==> src/address_occurrence_counter_unit_assert.svh <==
// assertion macros for the address occurrence counter unit
// used by address_occurrence_counter_unit.sv; needs nothing else
`ifndef ADDRESS_OCCURRENCE_COUNTER_UNIT_ASSERT_SVH
`define ADDRESS_OCCURRENCE_COUNTER_UNIT_ASSERT_SVH

// antecedent implies consequent in the same cycle
`define AOC_ASSERT_SAME(label, clk, rst_n, ante, cons, msg) \
    label: assert property (@(posedge clk) disable iff (!(rst_n)) (ante) |-> (cons)) \
        else $error(msg);

// antecedent implies consequent in the next cycle
`define AOC_ASSERT_NEXT(label, clk, rst_n, ante, cons, msg) \
    label: assert property (@(posedge clk) disable iff (!(rst_n)) (ante) |=> (cons)) \
        else $error(msg);

`endif

==> src/aoc_pkg.sv <==
// shared types and constants of the address occurrence counter unit
// no dependencies
`default_nettype none

package aoc_pkg;

    localparam int TABLE_ENTRIES_DEF = 64;
    localparam int ADDR_W            = 32;
    localparam int CNT_W             = 32;
    localparam int STATUS_W          = 3;
    localparam int READ_IDX_W        = 6;
    localparam int ENTRY_IDX_W       = 6;
    localparam int USED_OUT_W        = 7;

    // operation codes
    localparam logic OP_RECORD = 1'b0;
    localparam logic OP_READ   = 1'b1;

    // result status codes
    typedef enum logic [STATUS_W-1:0] {
        STAT_HIT         = 3'd0,
        STAT_NEW         = 3'd1,
        STAT_FULL        = 3'd2,
        STAT_READ_OK     = 3'd3,
        STAT_READ_BEYOND = 3'd4
    } t_status;

    // controller states
    typedef enum logic [1:0] {
        ST_IDLE,
        ST_LOOK,
        ST_UPD
    } t_state;

    // commands from controller to datapath
    typedef struct packed {
        logic accept;
        logic look;
        logic finish;
    } t_ctl_cmd;

endpackage

`default_nettype wire

==> src/aoc_ctrl.sv <==
// controller state machine of the address occurrence counter unit
// depends on aoc_pkg
`default_nettype none

module aoc_ctrl
    import aoc_pkg::*;
(
    input  wire logic     i_clk,
    input  wire logic     i_rst_n,
    input  wire logic     i_in_valid,
    output logic          o_in_stall,
    output logic          o_out_valid,
    input  wire logic     i_out_stall,
    output t_ctl_cmd      o_cmd
);

    t_state r_state;
    t_state n_state;
    logic   r_out_valid;
    logic   n_out_valid;
    logic   finish;
    logic   accept;
    logic   stall;

    // command and handshake outputs
    always_comb begin
        finish = (r_state == ST_UPD) && !(r_out_valid && i_out_stall);
        stall  = (r_state == ST_LOOK) || ((r_state == ST_UPD) && !finish);
        accept = i_in_valid && !stall;
        o_cmd.accept = accept;
        o_cmd.look   = (r_state == ST_LOOK);
        o_cmd.finish = finish;
        n_out_valid  = finish || (r_out_valid && i_out_stall);
    end

    // next state
    always_comb begin
        n_state = r_state;
        case (r_state)
            ST_IDLE: begin
                if (accept) begin
                    n_state = ST_LOOK;
                end
            end
            ST_LOOK: begin
                n_state = ST_UPD;
            end
            ST_UPD: begin
                if (finish) begin
                    n_state = accept ? ST_LOOK : ST_IDLE;
                end
            end
            default: begin
                n_state = ST_IDLE;
            end
        endcase
    end

    // state and output valid registers
    always_ff @(posedge i_clk) begin
        if (!i_rst_n) begin
            r_state     <= ST_IDLE;
            r_out_valid <= 1'b0;
        end else begin
            r_state     <= n_state;
            r_out_valid <= n_out_valid;
        end
    end

    assign o_in_stall  = stall;
    assign o_out_valid = r_out_valid;

endmodule

`default_nettype wire

==> config.mk <==
export PLATFORM = sky130hd
export DESIGN_NAME = aoc_ctrl
export DESIGN_NICKNAME = d
export VERILOG_FILES = /design/src/address_occurrence_counter_unit_assert.svh /design/src/aoc_pkg.sv /design/src/aoc_ctrl.sv
export SDC_FILE = /design/constraint.sdc
export NUM_CORES = 1
export LEC_CHECK = 0
export BUFFER_PORTS_ARGS = -buffer_cell sky130_fd_sc_hd__buf_4
export CORE_AREA = 5 5 42 44
export CTS_CLUSTER_SIZE = 30
export DETAILED_ROUTE_END_ITERATION = 16
export DIE_AREA = 0 0 47 49
export PLACE_DENSITY = 0.35
export SLEW_MARGIN = 5
export SYNTH_ARGS = -nofsm -noshare
export SYNTH_HDL_FRONTEND = slang
export SYNTH_SLANG_ARGS = --single-unit
==> constraint.sdc <==
create_clock -name i_clk -period 1.4 [get_ports i_clk]
set_clock_uncertainty 0.2 [all_clocks]
set_input_delay 0.14 -clock i_clk [delete_from_list [all_inputs] [get_ports i_clk]]
set_output_delay 0.14 -clock i_clk [all_outputs]
set_load 0.05 [all_outputs]
; After elaboration in Yosys (flattened, before gate mapping)
; Index checks and enable logic that the tools add are counted.
[word_totals]
regBits = 3
latchBits = 0
ramBits = 0
romBits = 0
in_bits = 4
output_inout_bits = 5
elab_cells = 21
memories = 0
[op_classes]
add_sub_neg = 0
multipliers = 0
div = 0
order_cmp = 0
n_eq_ne = 4
n_shift = 0
n_mux = 4
bitwise = 0
n_reduce_logical = 11
[ops]
columns = operator, n
row1 = $pmux W2 S3, 1
row2 = $logic_and A1 B1 Y1, 4
row3 = $mux W2, 2
row4 = $ne A2 B2 Y1 const B, 2
row5 = $logic_not A1 Y1, 3
row6 = $eq A2 B1 Y1 const B, 1
row7 = $eq A2 B2 Y1 const B, 1
row8 = $logic_not A2 Y1, 1
row9 = $logic_or A1 B1 Y1, 2
row10 = $reduce_and A2 Y1, 1
row11 = $mux W1, 1

; Longest topological paths before layout
[depth]
word_depth = 11
ltp_mapped = 3
depth_no_buf = 2

; Least setup slack after synthesis
; No wires, ideal clock.
[synth_timing]
path_type = reg2out
from = reg r_out_valid, in the netlist o_out_valid
to = out o_cmd[2] (netlist name)
t_arrival_ps = 1248
required_time_ps = 1060
setup_slack_ps = -188
path_stages_with_launch = 4
n_path_buf = 1
path_cell_list = dfxtp_1 nand4b_1 and3_1 buf_4
[synth_between]
elab_chain_len = 8
[synth_rtl]
columns = item, line_no
row1 = from (decl), aoc_ctrl.sv:19  ; logic r_out_valid;
row2 = from (signal assigned), aoc_ctrl.sv:66  ; r_out_valid <= n_out_valid;
row3 = $logic_and A1 B1 Y1, aoc_ctrl.sv:27  ; finish = (r_state == ST_UPD) && !(r_out_valid && i_out_stall);
row4 = $logic_not A1 Y1, aoc_ctrl.sv:27
row5 = $logic_and A1 B1 Y1, aoc_ctrl.sv:27
row6 = $logic_not A1 Y1, aoc_ctrl.sv:28  ; stall = (r_state == ST_LOOK) || ((r_state == ST_UPD) && !finish);
row7 = $logic_and A1 B1 Y1, aoc_ctrl.sv:28
row8 = $logic_or A1 B1 Y1, aoc_ctrl.sv:28
row9 = $logic_not A1 Y1, aoc_ctrl.sv:29  ; accept = i_in_valid && !stall;
row10 = $logic_and A1 B1 Y1, aoc_ctrl.sv:29
row11 = to (decl), aoc_ctrl.sv:14  ; output t_ctl_cmd o_cmd
; No other way between the ends.

==> results.toml <==
[route]
firstDrtPassIters = 4
final_antenna_net_count = 0
drt_iter0_drc = 2
drt-wirelength-per-cell_um = 8.915
drc = 0
routed_wl_um = 419
vias_per_cell = 3.596
vias = 169

[worst_setup_path]
rrSetupSlack_ns = 0.42
r2r-start = "r_state[0]"
critPathCaptureType = "output port"
cp.arrival_ns = 1.10
startpoint_type = "register"
slowest_stage = "dfxtp_2"
critPathMaxFanout = 4
r2r-end = "r_state[1]"
cp.required_ns = 1.06
cp_slowest_stage_delay_ns = 0.32
critical_path_class = "register to output port"
crit_chain = "nand4b_1, and3_4, buf_6"
r2r_cells = 2
path_delay_family = "simple AND/OR/NAND/NOR gates"
path_buf_inv = 1

[power]
p_total_uw = 326.3
cellPowerDensity_mw_per_mm2 = 1069
power_report.internal_total_uw = 232.6
power.switching_uw = 93.67
comb_power_share_pct = 23.7
seqPwrFrac_pct = 28.9
switching_share_pct = 28.71
ir_drop_uv = 373.7
power.share.clock_pct = 47.4
power.leakage_uw = 0.0001369

[clock_network]
cts_sinks = 3
clk_pin_slew_ns = 0.04
cts_tree = "done"
cts_buffers = 3
cts-root-buf = "clkbuf_4"
htreeDepth = 1
clk_latency_ns = 0.23
ctsLongestPathBuffers = 2

[timing]
setup_viol = 1
hold_slack_ns = 0.09127
hold_viol = 0
worst_slack_ns = -0.04318
slew_headroom_pct = 85.36
fmax_ghz = 0.6929
rsz0062_at_grt = "yes"
tns_ns = -0.04318
min_period_over_period_pct = 103.1
final_max_slew_viol_count = 0
min_period_ns = 1.443
worstMarginPinSlew_ns = 0.2181

[flow_run]
maxCapViolCount = 0

[die]
core_sq_mm = 0.001401
fp.dieArea_sq_mm = 0.002303
rows = 14
io-pin-count = 9
die_w_um = 47
floorplan.initialDensity_pct = 10.98
die_h_um = 49

[cells_and_area]
area_growth_pct = 98.37
fin_nets = 36
postLayoutCoreUtil_pct = 21.79
drive_above_1_share_pct = 54.84
antenna_cells = 0

[global_route]
grt_max_degree = 6
grt_pass1_vias = 156
grt_overflow = 0
grtUsageTotal_pct = 4.366
antenna_found_initial = 0
grt_pass1_wl_um = 607

[place]
dp_hpwl_um = 278.9
io_buffers = 8
gp_congestion = 0.6008

[synthesis]
syn_area_per_cell_sq_um = 8.550
syn_nets = 22
ys_seq_area_share_pct = 39.02
ys_seq_elements = 3
netlist_area_sq_um = 153.9
syn_inst = 18
synth_cell_types = 11
ys_warn_count = 0

[outcome]
status = "complete, but fails checks"
violations = "setup timing"

[hold_path]
holdCritStartpoint = "i_out_stall"
hp-class = "input port to register"
hold_path_end = "r_state[1]"
min_path_cells = 3
-- worst max path at each step --
stage,cells after the start,from,slack [ns],to
finish,3,r_state[0],-0.04,o_cmd[2]
detailed placement,3,r_state[0],0.14,o_cmd[2]
CTS,3,r_state[0],-0.05,o_cmd[2]
global route,3,r_state[0],-0.10,o_cmd[2]
floorplan,3,o_out_valid,0.02,o_cmd[2]
global placement,3,r_state[0],0.15,o_cmd[2]
-- worst register-to-register path: stages (launching register included) --
cell and delay (ns):
dfxtp_2 0.32, nand4b_1 0.22, a21boi_1 0.17
-- per-layer routing --
| metal | up-vias | track usage (%) | wire length (um) |
|---|---|---|---|
| met2 | 7 | 4.072 | 173 |
| met5 | - | 0 | 0 |
| met3 | 2 | 4.797 | 60 |
| li1 | 86 | - | - |
| met4 | 0 | 5.530 | 10 |
| met1 | 74 | 4.176 | 176 |
-- per-stage QoR --
stage	worst slack, ns	instances	cell area [sq um]
after global placement	0.1495	39	212.7
after global routing	-0.1040	47	305.3
after floorplan	0.01821	18	155.1
after CTS	-0.04803	47	292.8
final	-0.04318	47	305.3
after detailed placement	0.1399	39	212.7
-- sequential cells by signal, indices dropped and copies added, names as in the netlist --
| name | count |
|---|---|
| o_out_valid | 1 |
| r_state | 2 |
-- synth_stat cells --
cell / count / area (sq um)
buf_4: 3 / 22.52
dfxtp_1: 3 / 60.06
nand2_1: 3 / 11.26
nand2b_1: 2 / 12.51
a21boi_0: 1 / 7.510
a21boi_1: 1 / 7.510
a21oi_1: 1 / 5.000
a311oi_1: 1 / 8.760
and3_1: 1 / 6.260
inv_1: 1 / 3.750
nand4b_1: 1 / 8.760
-- logic make-up (layout without fill, tap and decap cells) --
logic type             count (synthesis)  count (layout)  share of synthesized area, %
AND/OR/NAND/NOR                        7               7                         25.21
AO/OA/AOI/OAI                          4               4                         18.70
buffers and inverters                  4              17                         17.07
flip-flops                             3               3                         39.03
-- power by group through the flow --
stage / logic (uW) / clock network (uW) / registers (uW)
floorplan: 41.4 / 0 / 97.3
global placement: 59.6 / 0 / 94.7
detailed placement: 59.7 / 0 / 94.7
CTS: 74.4 / 161 / 93.8
global route: 81.6 / 169 / 94.6
finish: 77.5 / 155 / 94.3
-- final cells by class --
class,count,area (sq um)
Fill cell,163,1096
Timing Repair Buffer,12,108.9
Multi-Input combinational cell,11,83.83
Sequential cell,3,62.56
Clock buffer,4,26.28
Tap cell,16,20.02
Inverter,1,3.754
-- placed cells by master, fill, tap and decap left out --
cell type and count:
a21boi_0 1, buf_4 6, clkbuf_1 1, and3_4 1
clkbuf_4 3, dfxtp_2 2, dlygate4sd3_1 3, nand4b_1 1
buf_6 3, inv_1 1, nand2b_4 1, a311oi_1 1
a21boi_1 1, dfxtp_1 1, nand2b_1 1, nand2_1 3
a21oi_2 1
-- what timing repair did --
item,in CTS,in global routing
endpoints found under the setup margin,3,3
buffers inserted,1,0
endpoints found under the hold margin,3,0
gates resized for setup,4,3
pin swaps,1,0
hold buffers,3,0
Note: power is estimated with default switching activity, not from simulation.
